$ cat config.mk
export PLATFORM = sky130hd
export DESIGN_NAME = lane_center_row_scanner_top
export DESIGN_NICKNAME = d
export VERILOG_FILES = /design/src/design/lcrs_pkg.sv /design/src/design/lane_center_row_scanner_top.sv
export SDC_FILE = /design/constraint.sdc
export NUM_CORES = 1
export LEC_CHECK = 0
export BUFFER_PORTS_ARGS = -buffer_cell sky130_fd_sc_hd__buf_2
export CORE_MARGIN = 1
export CORE_UTILIZATION = 40
export CTS_CLUSTER_SIZE = 24
export DETAILED_ROUTE_END_ITERATION = 12
export GPL_ROUTABILITY_DRIVEN = 0
export PLACE_DENSITY = 0.56
export SLEW_MARGIN = 20
export SYNTH_ARGS = -nofsm -noshare
export SYNTH_HDL_FRONTEND = slang
export SYNTH_SLANG_ARGS = --single-unit
export TNS_END_PERCENT = 100
$ cat constraint.sdc
create_clock -name clk -period 25.4 [get_ports clk]
set_input_delay 5.08 -clock clk [delete_from_list [all_inputs] [get_ports clk]]
set_output_delay 5.08 -clock clk [all_outputs]
set_load 0.01 [all_outputs]
$ cat src/design/lcrs_pkg.sv
// Shared types and constants of the lane center row scanner.
package lcrs_pkg;

    // Field widths fixed by the stream and register layout.
    localparam int WIDTH_W  = 11;
    localparam int HEIGHT_W = 10;
    localparam int ROW_W    = 9;
    localparam int COUNT_W  = 11;
    localparam int ERR_W    = 11;
    localparam int CFG_IDX_W = 3;

    // Register indexes of the configuration port.
    localparam logic [CFG_IDX_W-1:0] CFG_IMAGE_WIDTH    = 3'd0;
    localparam logic [CFG_IDX_W-1:0] CFG_IMAGE_HEIGHT   = 3'd1;
    localparam logic [CFG_IDX_W-1:0] CFG_TARGET_ROW     = 3'd2;
    localparam logic [CFG_IDX_W-1:0] CFG_STOP_ROW       = 3'd3;
    localparam logic [CFG_IDX_W-1:0] CFG_STOP_WHITE_MIN = 3'd4;

    // Register values after reset.
    localparam int RST_IMAGE_WIDTH    = 640;
    localparam int RST_IMAGE_HEIGHT   = 310;
    localparam int RST_TARGET_ROW     = 235;
    localparam int RST_STOP_ROW       = 245;
    localparam int RST_STOP_WHITE_MIN = 180;

    // Sequencer states.
    typedef enum logic [2:0] {
        ST_PIX,
        ST_LOAD_L,
        ST_DIV_L,
        ST_DIV_R,
        ST_ROW,
        ST_OUT
    } lcrs_state_t;

    // Control strobes from the sequencer to the datapath.
    typedef struct packed {
        logic pix_ready;
        logic load_left;
        logic div_step;
        logic row_done;
        logic out_try;
    } lcrs_ctrl_t;

endpackage

$ cat src/design/lane_center_row_scanner_top.sv
// Lane center row scanner: pixel accumulation, shared row-end divider and frame result.
// Each pixel item is taken in one cycle while a row is in progress.
// The last pixel of a row starts an SW-bit division, SW = 2*clog2(MAX_WIDTH+1), in which
// one shared restoring divider forms the left mean and then the right mean, one bit a cycle.
// After the top row of a frame the result register is loaded, once it is empty or being read.
// rst_n is asynchronous and active low; it restores the register defaults and clears
// the counters, accumulators, stop flag and result valid.
module lane_center_row_scanner_top
    import lcrs_pkg::*;
#(
    parameter int MAX_WIDTH  = 1024,
    parameter int MAX_HEIGHT = 512
) (
    input  logic                 clk,
    input  logic                 rst_n,
    input  logic                 cfg_we,
    input  logic [CFG_IDX_W-1:0] cfg_index,
    input  logic [WIDTH_W-1:0]   cfg_data,
    input  logic                 s_tvalid,
    output logic                 s_tready,
    input  logic [7:0]           s_tdata,   // [0] pixel_white, [7:1] zero
    input  logic [0:0]           s_tuser,   // [0] frame_start
    output logic                 m_tvalid,
    input  logic                 m_tready,
    output logic [23:0]          m_tdata    // [10:0] lateral_error, [21:11] center_column,
                                            // [22] stop_seen, [23] zero
);

    localparam int XW  = $clog2(MAX_WIDTH + 1);
    localparam int YW  = $clog2(MAX_HEIGHT + 1);
    localparam int SW  = 2 * XW;
    localparam int CNW = $clog2(SW);
    localparam logic [CNW-1:0] DIV_LAST = CNW'(SW - 1);

    // Clamp a written width to the supported range.
    function automatic logic [XW-1:0] clamp_width(input logic [WIDTH_W-1:0] v);
        int unsigned t;
        t = 32'(v);
        if (t < 32'd2) t = 32'd2;
        if (t > 32'(MAX_WIDTH)) t = 32'(MAX_WIDTH);
        return t[XW-1:0];
    endfunction

    localparam logic [XW-1:0] RST_HALF = XW'((RST_IMAGE_WIDTH < MAX_WIDTH ?
                                              RST_IMAGE_WIDTH : MAX_WIDTH) / 2);

    // Configuration registers.
    logic [WIDTH_W-1:0]  width_reg;
    logic [HEIGHT_W-1:0] height_reg;
    logic [ROW_W-1:0]    target_row_reg;
    logic [ROW_W-1:0]    stop_row_reg;
    logic [COUNT_W-1:0]  stop_min_reg;

    // Scan state.
    lcrs_state_t state_reg, state_next;
    lcrs_ctrl_t  ctrl;
    logic [XW-1:0]  col_reg;
    logic [YW-1:0]  row_reg;
    logic [XW-1:0]  split_reg;
    logic [SW-1:0]  lsum_reg, rsum_reg;
    logic [XW-1:0]  lcnt_reg, rcnt_reg;
    logic           lhit_reg, rhit_reg;
    logic [XW-1:0]  total_reg;
    logic [XW-1:0]  tc_reg;
    logic           stop_reg;

    // Shared divider.
    logic [XW-1:0]  rem_reg;
    logic [SW-1:0]  quo_reg;
    logic [XW-1:0]  dvs_reg;
    logic [CNW-1:0] cnt_reg;
    logic [XW-1:0]  lq_reg, rq_reg;

    // Result register.
    logic        m_valid_reg;
    logic [23:0] m_data_reg;

    // Effective geometry.
    logic [XW-1:0] w_eff, hw, w_m1;
    logic [YW-1:0] h_m1;
    int unsigned   h_int;

    always_comb
    begin
        w_eff = clamp_width(width_reg);
        hw    = w_eff >> 1;
        w_m1  = w_eff - XW'(1);
        h_int = 32'(height_reg);
        if (h_int < 32'd1) h_int = 32'd1;
        if (h_int > 32'(MAX_HEIGHT)) h_int = 32'(MAX_HEIGHT);
        h_m1  = h_int[YW-1:0] - YW'(1);
    end

    // Pixel accumulation with frame start clearing.
    logic           pix, fs, row_end;
    logic [XW-1:0]  col_b, split_b, x;
    logic [SW-1:0]  lsum_n, rsum_n;
    logic [XW-1:0]  lcnt_n, rcnt_n, total_n;
    logic           lhit_n, rhit_n;

    always_comb
    begin
        pix     = s_tdata[0];
        fs      = s_tuser[0];
        col_b   = fs ? '0 : col_reg;
        split_b = fs ? hw : split_reg;
        lsum_n  = fs ? '0 : lsum_reg;
        rsum_n  = fs ? '0 : rsum_reg;
        lcnt_n  = fs ? '0 : lcnt_reg;
        rcnt_n  = fs ? '0 : rcnt_reg;
        lhit_n  = fs ? 1'b0 : lhit_reg;
        rhit_n  = fs ? 1'b0 : rhit_reg;
        total_n = fs ? '0 : total_reg;
        x       = (col_b > w_m1) ? w_m1 : col_b;
        if (pix)
        begin
            total_n = total_n + XW'(1);
            if (x < split_b)
            begin
                lsum_n = lsum_n + SW'(x);
                lcnt_n = lcnt_n + XW'(1);
                if (({1'b0, x} + {1'b0, hw}) >= {1'b0, split_b}) lhit_n = 1'b1;
            end
            else
            begin
                rsum_n = rsum_n + SW'(x);
                rcnt_n = rcnt_n + XW'(1);
                if ({1'b0, x} < ({1'b0, split_b} + {1'b0, hw})) rhit_n = 1'b1;
            end
        end
        row_end = ({1'b0, x} + {{XW{1'b0}}, 1'b1}) >= {1'b0, w_eff};
    end

    // One restoring division step.
    logic [XW:0]   rem_sh, rem_sub;
    logic          ge;
    logic [XW-1:0] rem_new;
    logic [SW-1:0] quo_new;

    always_comb
    begin
        rem_sh  = {rem_reg, quo_reg[SW-1]};
        ge      = rem_sh >= {1'b0, dvs_reg};
        rem_sub = rem_sh - {1'b0, dvs_reg};
        rem_new = ge ? rem_sub[XW-1:0] : rem_sh[XW-1:0];
        quo_new = {quo_reg[SW-2:0], ge};
    end

    // Row end: edges, center and vertical position.
    logic [XW-1:0] lo, hi, left_e, right_e, mid;
    logic [XW:0]   sp_hw, mid_sum;
    logic [YW-1:0] y;
    logic          y_zero, stop_hit, target_hit;

    always_comb
    begin
        lo      = (split_reg > hw) ? split_reg - hw : '0;
        sp_hw   = {1'b0, split_reg} + {1'b0, hw};
        hi      = (sp_hw < {1'b0, w_eff}) ? sp_hw[XW-1:0] : w_eff;
        left_e  = lhit_reg ? lq_reg : lo;
        right_e = rhit_reg ? rq_reg : hi;
        mid_sum = {1'b0, left_e} + {1'b0, right_e};
        mid     = mid_sum[XW:1];
        if (mid > w_m1) mid = w_m1;
        y          = (row_reg < h_m1) ? h_m1 - row_reg : '0;
        y_zero     = (y == '0);
        stop_hit   = (32'(y) == 32'(stop_row_reg)) &&
                     (32'(total_reg) >= 32'(stop_min_reg));
        target_hit = (32'(y) == 32'(target_row_reg));
    end

    // Next state.
    always_comb
    begin
        state_next = state_reg;
        case (state_reg)
            ST_PIX:    if (s_tvalid && row_end) state_next = ST_LOAD_L;
            ST_LOAD_L: state_next = ST_DIV_L;
            ST_DIV_L:  if (cnt_reg == DIV_LAST) state_next = ST_DIV_R;
            ST_DIV_R:  if (cnt_reg == DIV_LAST) state_next = ST_ROW;
            ST_ROW:    state_next = y_zero ? ST_OUT : ST_PIX;
            ST_OUT:    if (!m_valid_reg || m_tready) state_next = ST_PIX;
            default:   state_next = ST_PIX;
        endcase
    end

    // Sequencer outputs.
    always_comb
    begin
        ctrl = '0;
        case (state_reg)
            ST_PIX:    ctrl.pix_ready = 1'b1;
            ST_LOAD_L: ctrl.load_left = 1'b1;
            ST_DIV_L:  ctrl.div_step  = 1'b1;
            ST_DIV_R:  ctrl.div_step  = 1'b1;
            ST_ROW:    ctrl.row_done  = 1'b1;
            ST_OUT:    ctrl.out_try   = !m_valid_reg || m_tready;
            default:   ctrl = '0;
        endcase
    end

    // State register.
    always_ff @(posedge clk or negedge rst_n)
    begin
        if (!rst_n)
        begin
            state_reg <= ST_PIX;
        end
        else
        begin
            state_reg <= state_next;
        end
    end

    // Divider registers.
    always_ff @(posedge clk)
    begin
        if (ctrl.load_left)
        begin
            rem_reg <= '0;
            quo_reg <= lsum_reg;
            dvs_reg <= lcnt_reg;
            cnt_reg <= '0;
        end
        else if (ctrl.div_step)
        begin
            rem_reg <= rem_new;
            quo_reg <= quo_new;
            cnt_reg <= cnt_reg + CNW'(1);
            if (cnt_reg == DIV_LAST)
            begin
                if (state_reg == ST_DIV_L)
                begin
                    lq_reg  <= quo_new[XW-1:0];
                    rem_reg <= '0;
                    quo_reg <= rsum_reg;
                    dvs_reg <= rcnt_reg;
                    cnt_reg <= '0;
                end
                else
                begin
                    rq_reg <= quo_new[XW-1:0];
                end
            end
        end
    end

    // Scan state, result register and configuration.
    always_ff @(posedge clk or negedge rst_n)
    begin
        if (!rst_n)
        begin
            width_reg      <= WIDTH_W'(RST_IMAGE_WIDTH);
            height_reg     <= HEIGHT_W'(RST_IMAGE_HEIGHT);
            target_row_reg <= ROW_W'(RST_TARGET_ROW);
            stop_row_reg   <= ROW_W'(RST_STOP_ROW);
            stop_min_reg   <= COUNT_W'(RST_STOP_WHITE_MIN);
            col_reg        <= '0;
            row_reg        <= '0;
            split_reg      <= RST_HALF;
            tc_reg         <= RST_HALF;
            lsum_reg       <= '0;
            rsum_reg       <= '0;
            lcnt_reg       <= '0;
            rcnt_reg       <= '0;
            lhit_reg       <= 1'b0;
            rhit_reg       <= 1'b0;
            total_reg      <= '0;
            stop_reg       <= 1'b0;
            m_valid_reg    <= 1'b0;
            m_data_reg     <= '0;
        end
        else
        begin
            // Pixel item taken.
            if (ctrl.pix_ready && s_tvalid)
            begin
                lsum_reg  <= lsum_n;
                rsum_reg  <= rsum_n;
                lcnt_reg  <= lcnt_n;
                rcnt_reg  <= rcnt_n;
                lhit_reg  <= lhit_n;
                rhit_reg  <= rhit_n;
                total_reg <= total_n;
                col_reg   <= row_end ? x : x + XW'(1);
                if (fs)
                begin
                    row_reg   <= '0;
                    split_reg <= hw;
                    tc_reg    <= hw;
                end
            end

            // Row finished: move the split and clear the accumulators.
            if (ctrl.row_done)
            begin
                if (stop_hit) stop_reg <= 1'b1;
                if (target_hit) tc_reg <= mid;
                split_reg <= mid;
                col_reg   <= '0;
                lsum_reg  <= '0;
                rsum_reg  <= '0;
                lcnt_reg  <= '0;
                rcnt_reg  <= '0;
                lhit_reg  <= 1'b0;
                rhit_reg  <= 1'b0;
                total_reg <= '0;
                if (!y_zero) row_reg <= row_reg + YW'(1);
            end

            // Frame result and restart of the frame.
            if (ctrl.out_try)
            begin
                m_valid_reg <= 1'b1;
                m_data_reg  <= {1'b0, stop_reg, WIDTH_W'(tc_reg),
                                ERR_W'(32'(hw) - 32'(tc_reg))};
                row_reg     <= '0;
                split_reg   <= hw;
                tc_reg      <= hw;
            end
            else if (m_tready)
            begin
                m_valid_reg <= 1'b0;
            end

            // Register writes.
            if (cfg_we)
            begin
                case (cfg_index)
                    CFG_IMAGE_WIDTH:
                    begin
                        width_reg <= cfg_data;
                        split_reg <= clamp_width(cfg_data) >> 1;
                        tc_reg    <= clamp_width(cfg_data) >> 1;
                    end
                    CFG_IMAGE_HEIGHT:   height_reg     <= cfg_data[HEIGHT_W-1:0];
                    CFG_TARGET_ROW:     target_row_reg <= cfg_data[ROW_W-1:0];
                    CFG_STOP_ROW:       stop_row_reg   <= cfg_data[ROW_W-1:0];
                    CFG_STOP_WHITE_MIN: stop_min_reg   <= cfg_data;
                    default:            ;
                endcase
            end
        end
    end

    assign s_tready = ctrl.pix_ready;
    assign m_tvalid = m_valid_reg;
    assign m_tdata  = m_data_reg;

    // The last pixel of a row starts the divider sequence.
    assert property (@(posedge clk) disable iff (!rst_n)
        (s_tvalid && s_tready && row_end) |=> (state_reg == ST_LOAD_L))
        else $error("row end did not start the divider");

    // The divider step count stays inside one division.
    assert property (@(posedge clk) disable iff (!rst_n)
        (state_reg == ST_DIV_L || state_reg == ST_DIV_R) |-> (32'(cnt_reg) < 32'(SW)))
        else $error("divider step count out of range");

    // A new result appears only from the result state.
    assert property (@(posedge clk) disable iff (!rst_n)
        $rose(m_tvalid) |-> ($past(state_reg) == ST_OUT))
        else $error("result valid rose outside the result state");

    // No pixel is taken while the divider is busy.
    assert property (@(posedge clk) disable iff (!rst_n)
        ctrl.div_step |-> !s_tready)
        else $error("pixel ready during division");

endmodule

### Word-level counts from Yosys, hierarchy flattened

Index checks and enable logic that the tools add are counted.
W data, S select, Z words.

* bits in registers: 271
* logic and storage cells: 203
* bits of input ports: 28
* output and inout port bits: 26

* $add $sub $neg: 19
* mux-type cells: 99
* bitwise logic cells: 2
* eq/ne operators: 16
* reduce and logical (&&, ||, !) cells: 24
* magnitude comparators: 17

Operators by type and width (number)
* $mux W11: 48
* $mux W22: 14
* $mux W10: 8
* $gt A32 B11 Y1 const B: 2
* $mux W32: 2
* $add A11 B1 Y11 const B: 4
* $add A22 B11 Y22: 2
* $add A11 B10 Y12: 3
* $ge A12 B11 Y1: 3
* $gt A32 B10 Y1 const B: 1
* $gt A11 B11 Y1: 2
* $lt A11 B2 Y1 const B: 2
* $eq A10 B9 Y1: 2
* $mux W1: 19
* $pmux W3 S6: 1
* $mux W3: 5
* $add A11 B1 Y12 const B: 1
* $add A11 B11 Y12: 1
* $eq A3 B2 Y1 const B: 4
* $lt A11 B12 Y1: 1
* $lt A12 B11 Y1: 1
* $reduce_and A2 Y1: 6
* $reduce_and A4 Y1: 3
* $ge A11 B11 Y1: 1
* 26 further kinds: 41

### Depth between registers and ports, before layout

* word-level depth: 16
* gate-level depth with buffers: 45
* depth with buffers taken out: 40

### Least setup slack after synthesis

Ideal clock, no wire load.

* kind: input -> register
* start point: in s_tuser
* end point: reg col_reg[3]
* stages on the path: 26
* slack: 14.083 ns
* data arrival time: 11.196 ns
* data required time: 25.278 ns
* buffers on the path: 4
* setup time: 0.122 ns
* path through: clkbuf_1 -> clkbuf_1 -> inv_1 -> nand2_1 -> inv_1 -> ha_1 -> nand2_1 -> nor4_1 -> a21oi_1 -> nand2_1 -> clkbuf_1 -> buf_1 -> o21ai_0 -> ha_1 -> nand2b_1 -> or4_1 -> mux2_2 -> a21o_1 -> xor2_1 -> ha_1 -> a2111o_1 -> a31oi_1 -> o21a_1 -> nand2_4 -> or3_1 -> a32o_1

* longest elaborated chain between the ends: 8
* elaborated cells between the ends (all ways): 9
* those cells by class: 2 x add/sub; 2 x order compare; 5 x mux

Ends and longest elaborated chain
* from (decl): line lane_center_row_scanner_top.sv:22 `input logic [0:0] s_tuser,`
* $mux W11 *: line lane_center_row_scanner_top.sv:105 `col_b = fs ? '0 : col_reg;`
* $gt A11 B11 Y1: line lane_center_row_scanner_top.sv:114 `x = (col_b > w_m1) ? w_m1 : col_b;`
* $mux W11 *: line lane_center_row_scanner_top.sv:114
* $add A11 B1 Y12: line lane_center_row_scanner_top.sv:131 `row_end = ({1'b0, x} + {{XW{1'b0}}, 1'b1}) >= {1'b0, w_eff};`
* $ge A12 B11 Y1: line lane_center_row_scanner_top.sv:131
* $mux W11 *: line lane_center_row_scanner_top.sv:285 `col_reg <= row_end ? x : x + XW'(1);`
* $mux W11 *: line lane_center_row_scanner_top.sv:276 `if (ctrl.pix_ready && s_tvalid)`
* $mux W11 *: line lane_center_row_scanner_top.sv:295 `if (ctrl.row_done)`
* to (signal assigned): line lane_center_row_scanner_top.sv:285
* to (decl): line lane_center_row_scanner_top.sv:57 `logic [XW-1:0] col_reg;`

Mark *: on every way between the ends. The rest lies on a longest branch, timed or not. The select of a mux whose other input is x is not followed.
A chain may end at the register's enable or synchronous reset.

### Worst setup path after layout

* start point: in s_tuser
* end point: reg rhit_reg

* longest elaborated chain between the ends: 9
* elaborated cells between the ends (all ways): 13
* those cells by class: 1 x add/sub; 3 x order compare; 9 x mux

Ends and longest elaborated chain
* $mux W11: line lane_center_row_scanner_top.sv:105
* $gt A11 B11 Y1: line lane_center_row_scanner_top.sv:114
* $mux W11: line lane_center_row_scanner_top.sv:114
* $lt A11 B12 Y1: line lane_center_row_scanner_top.sv:128 `if ({1'b0, x} < ({1'b0, split_b} + {1'b0, hw})) rhit_n = 1'b1;`
* $mux W1: line lane_center_row_scanner_top.sv:128
* $mux W1: line lane_center_row_scanner_top.sv:118 `if (x < split_b)`
* $mux W1 *: line lane_center_row_scanner_top.sv:115 `if (pix)`
* $mux W1 *: line lane_center_row_scanner_top.sv:276
* $mux W1 *: line lane_center_row_scanner_top.sv:295
* to (signal assigned): line lane_center_row_scanner_top.sv:283 `rhit_reg <= rhit_n;`
* to (decl): line lane_center_row_scanner_top.sv:62 `logic lhit_reg, rhit_reg;`

Marked as above.

==> impl_metrics.toml <==
[clocking]
clk_pin_slew_worst_paths_ns = 0.05
clock_sinks = 271
post_cts_buffers = 0
ctsRootBufferMaster = "clkbuf_16"
cts_max_path_buffers = 3
cts.hold.buffers_added = 0
post_cts_resized = 0
cts_tree = "built"
cts_made_buffers = 35
cts-htree-levels = 2
clk-insertion-delay-late_ns = 0.55

[placed_design]
hpwlAfterDp_um = 46140
placed_cell_area_um2 = 21910
port_buffers = 45
post-place-ws_ns = 13.14

[pwr]
cellPowerDensity_nw_per_um2 = 151.6
leakagePower_nw = 10.36
vdd_drop_max_mv = 0.1773
total_power_mw = 3.482

[cells_and_area]
num_antenna_cells = 0
nets = 2663
fin_area_um2 = 22960
drive_gt1_frac = 0.1048
fillCellCount = 5021
ff_latch_area_um2 = 7010
largest_reg_flops = 23
area_growth_pct = 9.519
multiInputGateArea_um2 = 13020

[global_route]
grt_usage = 0.2383
overflow = 0
grt_max_degree = 73
grt_pass1_wl_um = 99970
grt_pass1_vias = 17860
antenna_found_initial = 5

[drt]
antenna_left = 0
drtIter0Drc = 1344
routed-via-count = 18410
drt_pre_antenna_iters = 6
via_per_inst = 5.876
routed_wl_um = 63690
drc_errors = 0
wl_per_cell_um = 20.33

[logic_synthesis]
ys_warn_count = 0
synth_area_um2 = 20970
synthCells = 2411
synth_ff_type = "dfrtp_1"
seq_area_frac_synth = 0.3344
synth_async_sr_flop_share = 0.7380
yosysMostFrequentCell = "nand2_1"
synth_cell_type_count = 107
ys_top_cells_by_area = "dfrtp_1 21%, ha_1 12%, edfxtp_1 7.9%"
synth_top_area_frac = 0.2065
syn_area_per_cell_um2 = 8.696
synth_top_cells_by_count = "286 x nand2_1, 247 x o21ai_0, 197 x ha_1, 173 x dfrtp_1, 148 x a21oi_1"
yosysTopAreaCell = "dfrtp_1"
synth-edff-count = 55
ys_seq_elements = 271

[critical_path]
rr_startpoint = "width_reg[10]"
worst_r2r_path_depth = 38
ff2ff_setup_slack_ns = 14.63
cpLargestDelayFamily = "compound AO/OA/AOI/OAI gates"
crit_fanout = 35
max_stage_delay_ns = 0.72
slowest_stage = "nand2_1"
end_kind = "flop"
path_buf_inv = 7
required_ns = 25.80
critPathLaunchType = "input pin"
path_class = "in2reg"
arrival_ns = 12.31
worstReg2RegEnd = "split_reg[0]"
crit_top_cell = "inv_1"

[floorplanning]
num_rows = 83
initial_core_util = 0.4070
die_area_um2 = 53330
die_w_um = 230.9
coreArea_um2 = 51510
pin_count = 54
die_h_um = 230.9

[sta]
worst_pin_slew_ns = 1.089
timing.hold.ws_ns = 0.4732
min_period_ns = 11.91
fin_crit_sh = 0.4688
hold_viol_final = 0
finalWorstSetupSlack_ns = 13.49
grt_setup_unrepaired = "false"
relSlewSlack = 0.2725
tns_ns = 0
slew_viol_final = 0
setup_violations = 0
finClkSkew_ns = 0.03701
max_freq_mhz = 83.98

[hold_path]
hold_path_end = "m_tdata[2]"
hp-start = "m_tdata[2]"
hold_class = "reg2reg"
hold_depth = 2

[status]
status = "finished, final reports clean"

[flow_run]
cap_violations = 0
stage by stage:
step	cells	utilization
6_report	3133	0.4458
3_5_place_dp	3071	0.4253
4_1_cts	3133	0.4458
2_1_floorplan	2412	-
5_1_grt	3133	0.4458
3_3_place_gp	3071	0.4253
tightest hold or removal path, delay by kind of cell (launching register included):
family,cells,cell delay [ns]
simple gates,1,0.04
flops,1,0.33
compound gates,1,0.06
layout make-up:
| cell class | count | area share |
|---|---|---|
| sequential | 271 | 0.3053 |
| clock inverter | 8 | 0.002016 |
| clock buffer | 54 | 0.04387 |
| inverter | 142 | 0.02321 |
| multi-input combinational | 1899 | 0.5672 |
| tap | 680 | 0.03706 |
| timing repair buffer | 79 | 0.02131 |
worst max path at each step:
stage	cells past startpoint	start	slack, ns	end
after floorplan	26	s_tuser	14.08	col_reg[3]
after global placement	25	s_tuser	13.22	rhit_reg
after detailed placement	25	s_tuser	13.14	rhit_reg
after CTS	25	s_tuser	13.68	rhit_reg
after global routing	25	s_tuser	13.10	rhit_reg
final	25	s_tuser	13.49	rhit_reg
logic make-up (layout without fill, tap and decap cells):
| kind of cell | after synthesis | after routing | share of synthesized area |
|---|---|---|---|
| buf+inv | 242 | 283 | 0.04607 |
| flops | 271 | 271 | 0.3344 |
| other cells | 1 | 2 | 0.0001789 |
| xor+xnor | 111 | 111 | 0.04637 |
| mux | 100 | 100 | 0.05156 |
| fa+ha+maj | 207 | 207 | 0.1271 |
| simple gates | 805 | 805 | 0.1932 |
| compound gates | 674 | 674 | 0.2011 |
report_power, final:
part / leakage [nW] / total, mW / internal [mW] / switching [mW]
sequential: 3.27 / 0.650 / 0.554 / 0.0960
clock: 0.520 / 0.470 / 0.273 / 0.197
combinational: 6.57 / 2.36 / 0.912 / 1.45
placed cells by master, fill, tap and decap left out, types with 50 or more instances in the layout:
master,count
nand3_1,58
mux2_2,50
nor2_1,130
nand2_1,286
ha_1,197
dfrtp_1,173
edfxtp_1,55
nor2b_1,73
a21oi_1,148
xnor2_1,66
o21ai_0,245
inv_1,139
per-layer routing:
layer	global-route usage	vias up	wire length [um]
li1	-	8753	-
met1	0.3248	8979	29170
met2	0.3859	547	29040
met3	0.03162	130	3588
met4	0.08340	0	1897
met5	0	-	0
(Power assumes the default switching activity.)
